`config.mk`:
```
export PLATFORM = sky130hd
export DESIGN_NAME = sliding_fft16_spectrum_bars
export DESIGN_NICKNAME = d
export VERILOG_FILES = /design/src/design/sfb_pkg.sv /design/src/design/sliding_fft16_spectrum_bars.sv
export SDC_FILE = /design/constraint.sdc
export NUM_CORES = 2
export LEC_CHECK = 0
export ABC_AREA = 1
export BUFFER_PORTS_ARGS = -buffer_cell sky130_fd_sc_hd__buf_2
export CAP_MARGIN = 30
export CORE_ASPECT_RATIO = 1.5
export CORE_MARGIN = 2
export CORE_UTILIZATION = 61
export DETAILED_ROUTE_END_ITERATION = 12
export HOLD_SLACK_MARGIN = 0.15
export PLACE_DENSITY_LB_ADDON = 0.15
export SLEW_MARGIN = 20
export SYNTH_ARGS = -nofsm -noshare
export SYNTH_HDL_FRONTEND = slang
export SYNTH_SLANG_ARGS = --single-unit
```
`constraint.sdc`:
```
create_clock -name clk -period 15 [get_ports clk]
set_input_delay 2.25 -clock clk [delete_from_list [all_inputs] [get_ports clk]]
set_output_delay 2.25 -clock clk [all_outputs]
set_load 0.02 [all_outputs]
```
`src/design/sfb_pkg.sv`:
```
package sfb_pkg;

	localparam int unsigned WinDepth  = 16;
	localparam int unsigned SampleW   = 10;
	localparam int unsigned DataW     = 16;
	localparam int unsigned FracBits  = 10;
	localparam int unsigned ThrW      = 4;
	localparam logic [ThrW-1:0] ThrReset = 4'd11;

	// operand address space: 16 window slots, then scratch, magnitudes and zero
	localparam int unsigned RegW = 6;

	// twiddle constants (Q5.10)
	localparam logic [DataW-1:0] K_SIN2 = 16'd391;
	localparam logic [DataW-1:0] K_SIN4 = 16'd724;
	localparam logic [DataW-1:0] K_SIN6 = 16'd946;
	localparam logic [DataW-1:0] K_CPS  = 16'd1337;
	localparam logic [DataW-1:0] K_CMS2 = 16'd554;
	localparam logic [DataW-1:0] K_CMS6 = 16'hFDD6;

	// datapath operations
	typedef enum logic [2:0] {
		OP_ADD  = 3'd0,  // d = a + b
		OP_SUB  = 3'd1,  // d = a - b
		OP_SUB2 = 3'd2,  // d = a - b - b
		OP_MULK = 3'd3,  // d = a * k
		OP_MUL  = 3'd4,  // d = a * b
		OP_NSUB = 3'd5,  // d = -a - b
		OP_END  = 3'd6
	} op_t;

	typedef struct packed {
		op_t             op;
		logic [RegW-1:0] a;
		logic [RegW-1:0] b;
		logic [RegW-1:0] d;
		logic [2:0]      k;
	} uinst_t;

	localparam logic [2:0] KS2 = 3'd0;
	localparam logic [2:0] KS4 = 3'd1;
	localparam logic [2:0] KS6 = 3'd2;
	localparam logic [2:0] KCP = 3'd3;
	localparam logic [2:0] KM2 = 3'd4;
	localparam logic [2:0] KM6 = 3'd5;

	function automatic logic [DataW-1:0] kval(input logic [2:0] k);
		logic [DataW-1:0] r;
		unique case (k)
			KS2:     r = K_SIN2;
			KS4:     r = K_SIN4;
			KS6:     r = K_SIN6;
			KCP:     r = K_CPS;
			KM2:     r = K_CMS2;
			KM6:     r = K_CMS6;
			default: r = '0;
		endcase
		return r;
	endfunction

	// register names: x0..x15 = 0..15, t0..t15 = 16..31, y0..y15 = 32..47,
	// m0..m7 = 48..55, zero 56 (reads as zero, never written)
	localparam int unsigned T0 = 16;
	localparam int unsigned Y0 = 32;
	localparam int unsigned M0 = 48;
	localparam int unsigned ZR = 56;
	// scratch: y0 is free during the complex twiddles, t8 is dead after them
	localparam int unsigned TPA = Y0;
	localparam int unsigned TPB = T0 + 8;

	localparam int unsigned PcW = 7;

	function automatic uinst_t ui(input op_t o, input int a, input int b,
		input int d, input int k);
		uinst_t u;
		u.op = o;
		u.a  = RegW'(a);
		u.b  = RegW'(b);
		u.d  = RegW'(d);
		u.k  = 3'(k);
		return u;
	endfunction

	function automatic uinst_t prog(input logic [PcW-1:0] pc);
		uinst_t u;
		unique case (pc)
			7'd0:   u = ui(OP_ADD, 0, 8, T0+0, 0);
			7'd1:   u = ui(OP_ADD, 1, 9, T0+1, 0);
			7'd2:   u = ui(OP_ADD, 2, 10, T0+2, 0);
			7'd3:   u = ui(OP_ADD, 3, 11, T0+3, 0);
			7'd4:   u = ui(OP_ADD, 4, 12, T0+4, 0);
			7'd5:   u = ui(OP_ADD, 5, 13, T0+5, 0);
			7'd6:   u = ui(OP_ADD, 6, 14, T0+6, 0);
			7'd7:   u = ui(OP_ADD, 7, 15, T0+7, 0);
			7'd8:   u = ui(OP_SUB, 0, 8, T0+8, 0);
			7'd9:   u = ui(OP_SUB, 1, 9, T0+9, 0);
			7'd10:  u = ui(OP_SUB, 2, 10, T0+10, 0);
			7'd11:  u = ui(OP_SUB, 3, 11, T0+11, 0);
			7'd12:  u = ui(OP_SUB, 12, 4, T0+12, 0);
			7'd13:  u = ui(OP_SUB, 13, 5, T0+13, 0);
			7'd14:  u = ui(OP_SUB, 14, 6, T0+14, 0);
			7'd15:  u = ui(OP_SUB, 15, 7, T0+15, 0);
			// complex twiddles
			7'd16:  u = ui(OP_SUB, T0+13, T0+9, TPA, 0);
			7'd17:  u = ui(OP_MULK, TPA, 0, TPA, KS2);
			7'd18:  u = ui(OP_MULK, T0+9, 0, T0+9, KCP);
			7'd19:  u = ui(OP_ADD, T0+9, TPA, T0+9, 0);
			7'd20:  u = ui(OP_MULK, T0+13, 0, T0+13, KM2);
			7'd21:  u = ui(OP_ADD, T0+13, TPA, T0+13, 0);
			7'd22:  u = ui(OP_MULK, T0+14, 0, T0+14, KS4);
			7'd23:  u = ui(OP_MULK, T0+10, 0, T0+10, KS4);
			7'd24:  u = ui(OP_SUB, T0+14, T0+10, T0+14, 0);
			7'd25:  u = ui(OP_ADD, T0+14, T0+10, TPA, 0);
			7'd26:  u = ui(OP_ADD, TPA, T0+10, T0+10, 0);
			7'd27:  u = ui(OP_SUB, T0+15, T0+11, TPA, 0);
			7'd28:  u = ui(OP_MULK, TPA, 0, TPA, KS6);
			7'd29:  u = ui(OP_MULK, T0+11, 0, T0+11, KCP);
			7'd30:  u = ui(OP_ADD, T0+11, TPA, T0+11, 0);
			7'd31:  u = ui(OP_MULK, T0+15, 0, T0+15, KM6);
			7'd32:  u = ui(OP_ADD, T0+15, TPA, T0+15, 0);
			7'd33:  u = ui(OP_ADD, T0+8, T0+10, T0+8, 0);
			7'd34:  u = ui(OP_SUB2, T0+8, T0+10, T0+10, 0);
			7'd35:  u = ui(OP_ADD, T0+12, T0+14, T0+12, 0);
			7'd36:  u = ui(OP_SUB2, T0+12, T0+14, T0+14, 0);
			7'd37:  u = ui(OP_ADD, T0+9, T0+11, T0+9, 0);
			7'd38:  u = ui(OP_SUB2, T0+9, T0+11, T0+11, 0);
			7'd39:  u = ui(OP_ADD, T0+13, T0+15, T0+13, 0);
			7'd40:  u = ui(OP_SUB2, T0+13, T0+15, T0+15, 0);
			7'd41:  u = ui(OP_ADD, T0+8, T0+9, Y0+1, 0);
			7'd42:  u = ui(OP_SUB, T0+8, T0+9, Y0+7, 0);
			7'd43:  u = ui(OP_ADD, T0+12, T0+13, Y0+9, 0);
			7'd44:  u = ui(OP_SUB, T0+13, T0+12, Y0+15, 0);
			7'd45:  u = ui(OP_ADD, T0+10, T0+15, Y0+5, 0);
			7'd46:  u = ui(OP_SUB, T0+14, T0+11, Y0+13, 0);
			7'd47:  u = ui(OP_SUB, T0+10, T0+15, Y0+3, 0);
			7'd48:  u = ui(OP_NSUB, T0+14, T0+11, Y0+11, 0);
			// 8-point real part
			7'd49:  u = ui(OP_ADD, T0+0, T0+4, T0+0, 0);
			7'd50:  u = ui(OP_SUB2, T0+0, T0+4, T0+4, 0);
			7'd51:  u = ui(OP_ADD, T0+1, T0+5, T0+1, 0);
			7'd52:  u = ui(OP_SUB2, T0+1, T0+5, T0+5, 0);
			7'd53:  u = ui(OP_ADD, T0+2, T0+6, T0+2, 0);
			7'd54:  u = ui(OP_SUB2, T0+2, T0+6, T0+6, 0);
			7'd55:  u = ui(OP_ADD, T0+3, T0+7, T0+3, 0);
			7'd56:  u = ui(OP_SUB2, T0+3, T0+7, T0+7, 0);
			7'd57:  u = ui(OP_ADD, T0+0, T0+2, Y0+0, 0);
			7'd58:  u = ui(OP_SUB, T0+0, T0+2, Y0+4, 0);
			7'd59:  u = ui(OP_ADD, T0+1, T0+3, T0+1, 0);
			7'd60:  u = ui(OP_ADD, T0+3, T0+3, TPB, 0);
			7'd61:  u = ui(OP_SUB, TPB, T0+1, Y0+12, 0);
			7'd62:  u = ui(OP_ADD, Y0+0, T0+1, Y0+0, 0);
			7'd63:  u = ui(OP_SUB2, Y0+0, T0+1, Y0+8, 0);
			7'd64:  u = ui(OP_MULK, T0+5, 0, T0+5, KS4);
			7'd65:  u = ui(OP_MULK, T0+7, 0, T0+7, KS4);
			7'd66:  u = ui(OP_SUB, T0+5, T0+7, T0+5, 0);
			7'd67:  u = ui(OP_ADD, T0+5, T0+7, TPB, 0);
			7'd68:  u = ui(OP_ADD, TPB, T0+7, T0+7, 0);
			7'd69:  u = ui(OP_SUB, T0+6, T0+7, Y0+14, 0);
			7'd70:  u = ui(OP_ADD, T0+5, T0+4, Y0+2, 0);
			7'd71:  u = ui(OP_SUB, T0+4, T0+5, Y0+6, 0);
			7'd72:  u = ui(OP_NSUB, T0+7, T0+6, Y0+10, 0);
			// squared magnitudes: m = y*y, tmp = y'*y', m += tmp
			7'd73:  u = ui(OP_MUL, Y0+1, Y0+1, M0+0, 0);
			7'd74:  u = ui(OP_MUL, Y0+9, Y0+9, TPB, 0);
			7'd75:  u = ui(OP_ADD, M0+0, TPB, M0+0, 0);
			7'd76:  u = ui(OP_MUL, Y0+2, Y0+2, M0+1, 0);
			7'd77:  u = ui(OP_MUL, Y0+10, Y0+10, TPB, 0);
			7'd78:  u = ui(OP_ADD, M0+1, TPB, M0+1, 0);
			7'd79:  u = ui(OP_MUL, Y0+3, Y0+3, M0+2, 0);
			7'd80:  u = ui(OP_MUL, Y0+11, Y0+11, TPB, 0);
			7'd81:  u = ui(OP_ADD, M0+2, TPB, M0+2, 0);
			7'd82:  u = ui(OP_MUL, Y0+4, Y0+4, M0+3, 0);
			7'd83:  u = ui(OP_MUL, Y0+12, Y0+12, TPB, 0);
			7'd84:  u = ui(OP_ADD, M0+3, TPB, M0+3, 0);
			7'd85:  u = ui(OP_MUL, Y0+5, Y0+5, M0+4, 0);
			7'd86:  u = ui(OP_MUL, Y0+13, Y0+13, TPB, 0);
			7'd87:  u = ui(OP_ADD, M0+4, TPB, M0+4, 0);
			7'd88:  u = ui(OP_MUL, Y0+6, Y0+6, M0+5, 0);
			7'd89:  u = ui(OP_MUL, Y0+14, Y0+14, TPB, 0);
			7'd90:  u = ui(OP_ADD, M0+5, TPB, M0+5, 0);
			7'd91:  u = ui(OP_MUL, Y0+7, Y0+7, M0+6, 0);
			7'd92:  u = ui(OP_MUL, Y0+15, Y0+15, TPB, 0);
			7'd93:  u = ui(OP_ADD, M0+6, TPB, M0+6, 0);
			7'd94:  u = ui(OP_MUL, Y0+8, Y0+8, M0+7, 0);
			7'd95:  u = ui(OP_MUL, ZR, ZR, TPB, 0);
			7'd96:  u = ui(OP_ADD, M0+7, TPB, M0+7, 0);
			default: u = ui(OP_END, 0, 0, 0, 0);
		endcase
		return u;
	endfunction

endpackage

```
`src/design/sliding_fft16_spectrum_bars.sv`:
```
// Channel  | Dir | Handshake           | Payload
// ---------+-----+---------------------+-----------------------------
// sample   | in  | in_valid/in_ready   | sample[9:0]
// result   | out | out_valid/out_ready | mag_0..mag_7, led_mask
// config   | in  | cfg_we              | cfg_data[3:0] threshold_shift
//
// A request taken at one edge runs 97 microcode steps through one shared
// ALU/multiplier, one end step, then a done step that loads the output register
// and shifts the window once the output register is free; out_valid rises with
// that load, and no new request is taken until the sequencer is back in idle.
// Reset clears the window and the sequencer; threshold resets to THR_RESET (11 by default).
// A finished result is held in an output register; the next request is
// taken while it waits, but the next result waits for the register to empty.
module sliding_fft16_spectrum_bars #(
	parameter logic [sfb_pkg::ThrW-1:0] THR_RESET = sfb_pkg::ThrReset
) (
	input  logic        clk,
	input  logic        arst_n,
	input  logic        in_valid,
	output logic        in_ready,
	input  logic [9:0]  sample,
	output logic        out_valid,
	input  logic        out_ready,
	output logic [15:0] mag_0,
	output logic [15:0] mag_1,
	output logic [15:0] mag_2,
	output logic [15:0] mag_3,
	output logic [15:0] mag_4,
	output logic [15:0] mag_5,
	output logic [15:0] mag_6,
	output logic [15:0] mag_7,
	output logic [7:0]  led_mask,
	input  logic        cfg_we,
	input  logic [3:0]  cfg_data
);
	typedef enum logic [2:0] {
		ST_IDLE = 3'b001,
		ST_RUN  = 3'b010,
		ST_DONE = 3'b100
	} state_t;

	state_t state_q;
	logic [sfb_pkg::PcW-1:0] pc_q;
	logic [sfb_pkg::SampleW-1:0] samp_q;
	logic [sfb_pkg::ThrW-1:0] thr_q;
	logic [sfb_pkg::DataW-1:0] rf_q [0:31];
	logic [sfb_pkg::DataW-1:0] m_q [0:7];
	logic [sfb_pkg::SampleW-1:0] win_q [0:sfb_pkg::WinDepth-1];
	logic [sfb_pkg::DataW-1:0] mag_q [0:7];
	logic [7:0] mask_q;
	logic out_valid_q;

	sfb_pkg::uinst_t uw;
	logic [sfb_pkg::DataW-1:0] opa, opb, res;
	logic signed [2*sfb_pkg::DataW-1:0] prod;
	logic [7:0] mask_c;
	logic step_wr, wr_rf, wr_m, done_go;

	assign uw = sfb_pkg::prog(pc_q);

	// read operands: window, scratch file, magnitudes, or the zero slot
	always_comb begin
		if (uw.a < sfb_pkg::RegW'(sfb_pkg::WinDepth))
			opa = {6'd0, win_q[uw.a[3:0]]};
		else if (uw.a < sfb_pkg::RegW'(sfb_pkg::M0))
			opa = rf_q[{uw.a[5], uw.a[3:0]}];
		else if (uw.a < sfb_pkg::RegW'(sfb_pkg::ZR))
			opa = m_q[uw.a[2:0]];
		else
			opa = '0;
		if (uw.b < sfb_pkg::RegW'(sfb_pkg::WinDepth))
			opb = {6'd0, win_q[uw.b[3:0]]};
		else if (uw.b < sfb_pkg::RegW'(sfb_pkg::M0))
			opb = rf_q[{uw.b[5], uw.b[3:0]}];
		else if (uw.b < sfb_pkg::RegW'(sfb_pkg::ZR))
			opb = m_q[uw.b[2:0]];
		else
			opb = '0;
	end

	// shared ALU
	always_comb begin
		prod = '0;
		res  = '0;
		unique case (uw.op)
			sfb_pkg::OP_ADD:  res = opa + opb;
			sfb_pkg::OP_SUB:  res = opa - opb;
			sfb_pkg::OP_SUB2: res = opa - opb - opb;
			sfb_pkg::OP_NSUB: res = 16'd0 - opa - opb;
			sfb_pkg::OP_MULK: begin
				prod = $signed(opa) * $signed(sfb_pkg::kval(uw.k));
				res  = prod[sfb_pkg::FracBits +: sfb_pkg::DataW];
			end
			sfb_pkg::OP_MUL: begin
				prod = $signed(opa) * $signed(opb);
				res  = prod[sfb_pkg::FracBits +: sfb_pkg::DataW];
			end
			default: res = '0;
		endcase
	end

	// bar mask from the finished magnitudes
	always_comb begin
		for (int i = 0; i < 8; i++)
			mask_c[7-i] = m_q[i][15] || ((m_q[i] >> thr_q) != '0);
	end

	assign step_wr = (state_q == ST_RUN) && (uw.op != sfb_pkg::OP_END);
	assign wr_rf   = step_wr && (uw.d >= sfb_pkg::RegW'(sfb_pkg::T0)) &&
		(uw.d < sfb_pkg::RegW'(sfb_pkg::M0));
	assign wr_m    = step_wr && (uw.d >= sfb_pkg::RegW'(sfb_pkg::M0)) &&
		(uw.d < sfb_pkg::RegW'(sfb_pkg::ZR));
	assign done_go = (state_q == ST_DONE) && (!out_valid_q || out_ready);

	assign in_ready  = (state_q == ST_IDLE);
	assign out_valid = out_valid_q;
	assign mag_0 = mag_q[0];
	assign mag_1 = mag_q[1];
	assign mag_2 = mag_q[2];
	assign mag_3 = mag_q[3];
	assign mag_4 = mag_q[4];
	assign mag_5 = mag_q[5];
	assign mag_6 = mag_q[6];
	assign mag_7 = mag_q[7];
	assign led_mask = mask_q;

	// config register
	always_ff @(posedge clk or negedge arst_n) begin
		if (!arst_n)
			thr_q <= THR_RESET;
		else if (cfg_we)
			thr_q <= cfg_data;
	end

	// sequencer, window and output register
	always_ff @(posedge clk or negedge arst_n) begin
		if (!arst_n) begin
			state_q <= ST_IDLE;
			pc_q <= '0;
			samp_q <= '0;
			out_valid_q <= 1'b0;
			mask_q <= '0;
			for (int i = 0; i < 8; i++)
				mag_q[i] <= '0;
			for (int i = 0; i < sfb_pkg::WinDepth; i++)
				win_q[i] <= '0;
		end else begin
			if (done_go)
				out_valid_q <= 1'b1;
			else if (out_ready)
				out_valid_q <= 1'b0;
			unique case (state_q)
				ST_IDLE: begin
					pc_q <= '0;
					if (in_valid) begin
						samp_q <= sample;
						state_q <= ST_RUN;
					end
				end
				ST_RUN: begin
					if (uw.op == sfb_pkg::OP_END)
						state_q <= ST_DONE;
					else
						pc_q <= pc_q + 1'b1;
				end
				ST_DONE: begin
					if (done_go) begin
						for (int i = 0; i < 8; i++)
							mag_q[i] <= m_q[i];
						mask_q <= mask_c;
						for (int i = 0; i < sfb_pkg::WinDepth-1; i++)
							win_q[i] <= win_q[i+1];
						win_q[sfb_pkg::WinDepth-1] <= samp_q;
						state_q <= ST_IDLE;
					end
				end
				default: state_q <= ST_IDLE;
			endcase
		end
	end

	// scratch register file write (t and y slots)
	always_ff @(posedge clk) begin
		if (wr_rf)
			rf_q[{uw.d[5], uw.d[3:0]}] <= res;
	end

	// magnitude registers
	always_ff @(posedge clk or negedge arst_n) begin
		if (!arst_n) begin
			for (int i = 0; i < 8; i++)
				m_q[i] <= '0;
		end else if (wr_m) begin
			m_q[uw.d[2:0]] <= res;
		end
	end

	a_onehot: assert property (@(posedge clk) disable iff (!arst_n) $onehot(state_q))
		else $error("state not one-hot");
	a_busy: assert property (@(posedge clk) disable iff (!arst_n)
		state_q == ST_RUN |-> !in_ready) else $error("ready while busy");
	a_pc: assert property (@(posedge clk) disable iff (!arst_n)
		state_q == ST_RUN && uw.op != sfb_pkg::OP_END |=> pc_q == $past(pc_q) + 1'b1)
		else $error("step counter skipped");
	a_hold: assert property (@(posedge clk) disable iff (!arst_n)
		out_valid && !out_ready |=> out_valid && $stable(led_mask))
		else $error("result dropped");
endmodule
```
# Yosys cells after proc, flatten, opt, wreduce, memory -nomap -nowiden

Memory sizes are Yosys's and may differ from the RTL's.
Cells that the tools add are included.

Bits in read-only memories: 3072
Memories kept: 2
Output and inout bits: 138
Register bits after elaboration: 449
RAM bits: 512
Bits of input ports: 19
Word-level logic and storage cells: 163

Memories:

| memory           | depth | width | read ports | clocked after Yosys merged registers in | write ports | RTL line                          | source |
|---|---|---|---|---|---|---|---|
| (name not given) | 128   | 24    | 1          | 0                                       | 0           | sfb_pkg.sv:86                     | `unique case (pc)` |
| rf_q             | 32    | 16    | 2          | 0                                       | 1           | sliding_fft16_spectrum_bars.sv:46 | `logic [sfb_pkg::DataW-1:0] rf_q [0:31];` |

Shift operators: 8
$add $sub $neg: 6
Eq/ne operators: 19
Order comparisons: 16
Bitwise operators: 5
Reduce and logical (&&, ||, !) cells: 33
Muxes and demuxes: 34
Multiply operators: 2

Operator list:

| kind                                                       | count |
|---|---|
| two-way mux 16 bit                                         | 12 |
| case mux 16 bit (6 select lines)                           | 2 |
| bitwise mux 128 bit                                        | 1 |
| nonzero test 16 bit                                        | 8 |
| right shift 16 x 4 -> 16 bit                               | 8 |
| binary-select mux 16 bit (select 3 bit)                    | 2 |
| binary-select mux 10 bit (select 4 bit)                    | 2 |
| multiplier 16 x 16 -> 26 bit                               | 2 |
| demux 16 bit (select 3 bit)                                | 1 |
| subtractor 16 bit                                          | 3 |
| two-way mux 10 bit                                         | 4 |
| less-than comparator 6 bit, second input constant          | 6 |
| equality test 3 bit, second input constant                 | 6 |
| adder 16 bit                                               | 1 |
| subtractor 1 x 16 -> 16 bit, first input constant          | 1 |
| equality test 3 x 2 -> 1 bit, second input constant        | 5 |
| case mux 7 bit (2 select lines)                            | 1 |
| greater-or-equal comparator 4 bit, second input constant   | 3 |
| less-than comparator 6 x 5 -> 1 bit, second input constant | 2 |
| inverter 3 -> 4 bit                                        | 3 |
| greater-or-equal comparator 5 bit, second input constant   | 2 |
| inverter 4 -> 5 bit                                        | 2 |
| equality test 3 x 1 -> 1 bit, second input constant        | 3 |
| logical OR 1 bit                                           | 9 |
| other kinds (17)                                           | 34 |

# Logic depth before layout (Yosys ltp)

An unclocked memory read counts as a cell.

Depth in word-level cells: 12
Gate-level depth with buffers: 58
Mapped depth without buffers: 53

# Worst setup path after synthesis

No wires, ideal clock.

Path type: reg-to-reg
From: register pc_q[1] in the netlist's numbering
To: memory rf_q[0][2] in the netlist's numbering, data pin
Clock period less this slack: 8713 ps
Arrival time: 8215 ps
Path slack: 6287 ps
Data required time: 14501 ps
Buffers on the path: 5
Library setup time: 499 ps
Cell stages (with the launch flop): 44
Cells stage by stage: dfrtp_1 -> inv_2 -> ha_1 -> inv_2 -> nand2_1 -> nand3_1 -> nand2_1 -> nand2_1 -> nand2_1 -> nand2_2 -> nand3_4 -> inv_2 -> buf_4 -> buf_4 -> buf_4 -> buf_4 -> o211ai_1 -> o211ai_1 -> [8 not listed] -> fa_1 -> inv_1 -> fa_1 -> fa_1 -> fa_1 -> inv_1 -> fa_1 -> inv_1 -> fa_1 -> inv_1 -> ha_1 -> nand2_1 -> nor3_1 -> nand4_1 -> nand2_1 -> a21boi_0 -> o21ai_0 -> nand3_1

Word-level cells in the longest chain between the ends: 11
Elaborated cells between the ends (all ways): 52
Those cells by class: add/sub (5); mul (2); order compare (6); eq/ne (10); mux (21); bitwise (4); reduce/logical (2); memory (2)

RTL lines:

| element                                                              | RTL line                           | source |
|---|---|---|
| start: declaration                                                   | sliding_fft16_spectrum_bars.sv:43  | `logic [sfb_pkg::PcW-1:0] pc_q;` |
| start signal: assignment                                             | sliding_fft16_spectrum_bars.sv:164 | `pc_q <= pc_q + 1'b1;` |
| memory (128 x 24 bit) (*)                                            | --                                 |  |
| branches (longest 9 deep; another with multiplier 16 x 16 -> 26 bit) | --                                 |  |
| case mux 16 bit (6 select lines) (*)                                 | sliding_fft16_spectrum_bars.sv:85  | `unique case (uw.op)` |
| named net res (one bit)                                              | sliding_fft16_spectrum_bars.sv:54  | `logic [sfb_pkg::DataW-1:0] opa, opb, res;` |
| end: declaration                                                     | sliding_fft16_spectrum_bars.sv:46  |  |

Mark *: on every way through the listed nets, which the timed path passes. The select of a mux whose other input is x is not followed.

# Worst setup path after layout

From: register pc_q[3] in the netlist's numbering
To: memory rf_q[24][14] in the netlist's numbering, data pin

Same word-level chain as after synthesis.

==> metrics.md <==
| Metric | Value |
|---|---|
| Outcome | completed |
| Total grt overflow | 0 |
| Post-synthesis cell count | 8,787 |
| Most common cell in the synthesized netlist | nand2_1 |
| DRC | 0 |
| Die Area | 119,500 µm² |
| Max Cap Viol | 0 |
| Critical Path RT | 15.37 ns |
| CP Capture Type | flip-flop |
| Die H | 422.4 µm |
| Hold crit path type | reg2reg |
| # rows | 153 |
| Count of final setup violators | 0 |
| Total of cells resized after clock tree synthesis | 0 |
| Crit path buf inv count | 7 |
| DR vias | 68.02k |
| CP Data Arrival Time | 13.74 ns |
| DR WL/cell | 28.82 µm |
| Initial Util | 61.45% |
| Synth top area share | 21.60% |
| Total clock sinks | 961 |
| Worst-path clk slew | 0.07 ns |
| Synth area leaders | edfxtp_1 22%, dfrtp_1 16%, fa_1 12% |
| Yosys warns | 0 |
| Fin Setup TNS | 0 ns |
| Synth Register Bits | 961 |
| Clock Latency Late Sink | 0.75 ns |
| Commonest cells in the netlist | 2,031 x nand2_1, 1,154 x inv_1, 829 x o21ai_0, 728 x nand3_1, 567 x nor2_1 |
| Core area | 115,800 µm² |
| CTS tree | built |
| Die X | 282.9 µm |
| Final worst-path cycle share | 89.12% |
| Mapped Area | 71,170 µm² |
| Final Max Slew Viols | 0 |
| Max stage delay on crit path | 0.99 ns |
| HPWL after detailed placement | 210,300 µm |
| Post-CTS Setup Inserts | 0 |
| Yosys cell types | 81 |
| Clock skew | 0.04083 ns |
| H-tree depth | 3 |
| Antenna-violating nets left | 0 |
| Syn Nets | 9,459 |
| DR pass1 iterations | 10 |
| First-pass GRT wire length | 432,800 µm |
| CP delay by family, top | simple AND/OR/NAND/NOR gates |
| Min cycle time layout | 13.37 ns |
| Slowest CP cell | o311ai_2 |
| Root Buffer | clkbuf_16 |
| Iter 0 DRT Violations | 9,277 |
| Nets | 9,395 |
| Post-synth top flop | edfxtp_1 |
| Mean Syn Cell Area | 8.100 µm² |
| Initial antenna violation count | 8 |
| Ys async rst share | 46.72% |
| Routability cong. | 1.052 |
| Least-Margin Pin Slew | 1.169 ns |
| GRT Total Usage | 49.42% |
| Crit start category | flip-flop |
| Layout cells sized above 1 | 8.145% |
| Pin count of the biggest net entering global routing | 161 |
| Seq/Total Area, Yosys | 37.39% |
| Vias in the first global route | 67.58k |
| Hold Violations, Final | 0 |
| Ports | 157 |
| Wirelength, routed | 298,400 µm |
| Num CTS Buffers | 92 |
| Max-slew headroom | 21.79% |
| Critical setup path kind | reg2reg |
| Post-synth EDFFs | 512 |
| P&R area growth vs syn | 7.610% |
| RSZ-0062 raised after global routing | no |
| Bufs on Longest Clock Path | 3 |
| Via density | 6.568 |
| Critical path fanouts, max | 139 |
| IO buf count | 156 |
| Yosys top cell by area | edfxtp_1 |
| Hold_buf cts | 0 |
| FMAX | 74.80 MHz |
## final timing paths
check | slack (ns) | cells past startpoint | endpoint | start
min in group asynchronous | 1.51 | 1 | samp_q[4] | arst_n
max in group asynchronous | 11.28 | 4 | pc_q[4] | arst_n
worst min-delay path | 0.47 | 2 | mag_5[9] | mag_5[9]
worst max register to register | 1.63 | 38 | rf_q[24][14] | pc_q[3]
worst max-delay path | 1.63 | 38 | rf_q[24][14] | pc_q[3]
worst min register to register | 0.47 | 2 | mag_5[9] | mag_5[9]
## state kept, by name (all words and copies together) (netlist names), 3 cells and up
name	count
mag_0	16
samp_q	10
mag_4	16
rf_q	512
mag_6	16
pc_q	7
mag_7	16
mag_5	16
mag_2	16
mag_3	16
led_mask	8
state_q	3
m_q	128
mag_1	16
win_q	160
thr_q	4
## worst min-delay path, cell delays in order (launching register included)
cell and delay (ns):
dfrtp_1 0.34, nand2_1 0.06, nand2_1 0.05
## layout by cell type (no fill, tap or decap), drive strengths merged, types with 233 or more instances in the layout
cell / netlist / final
a21oi: 448 / 448
buf: 316 / 358
dfrtp: 445 / 445
edfxtp: 512 / 512
fa: 420 / 420
ha: 233 / 233
inv: 1198 / 1208
nand2: 2054 / 2054
nand3: 754 / 754
nor2: 588 / 588
o211ai: 280 / 280
o21ai: 925 / 925
## per-layer routing
layer	vias up	track usage, %	part of all wire (%)
met5	-	0	0.0047
met4	2	54.51	14
met3	1884	11.93	11
met2	5261	78.58	46
met1	32080	51.09	29
li1	28790	-	-
## cell type report
class | instances | area [µm²]
Antenna cell | 2 | 5.005
Clock buffer | 121 | 2609
Clock inverter | 53 | 603.1
Fill cell | 9656 | 39230
Inverter | 1215 | 4596
Multi-Input combinational cell | 6094 | 37670
Sequential cell | 961 | 26620
Tap cell | 1550 | 1939
Timing Repair Buffer | 359 | 2554
## stage by stage
stage                     cells  hold slack, ns  util [%]  worst slack (ns)  cell area, µm²
after floorplan            8787          0.4476         -             6.287           71170
after global placement    10170          0.4522     63.12             2.288           73110
after detailed placement  10170          0.4578     63.16             2.650           73150
after CTS                 10340          0.4743     65.93             2.587           76360
after global routing      10360          0.5000     66.13             1.650           76590
final                     10360          0.4727     66.13             1.631           76590
## cell families after synthesis
logic type / share of synthesized area (%)
xor+xnor: 0.7032
flops: 37.39
compound gates: 14.93
mux: 0.1582
simple gates: 20.88
buf+inv: 10.03
fa+ha+maj: 15.91
Power is not shown: default switching activity piles up to over one toggle a cycle in this logic, so the estimate is an artifact.
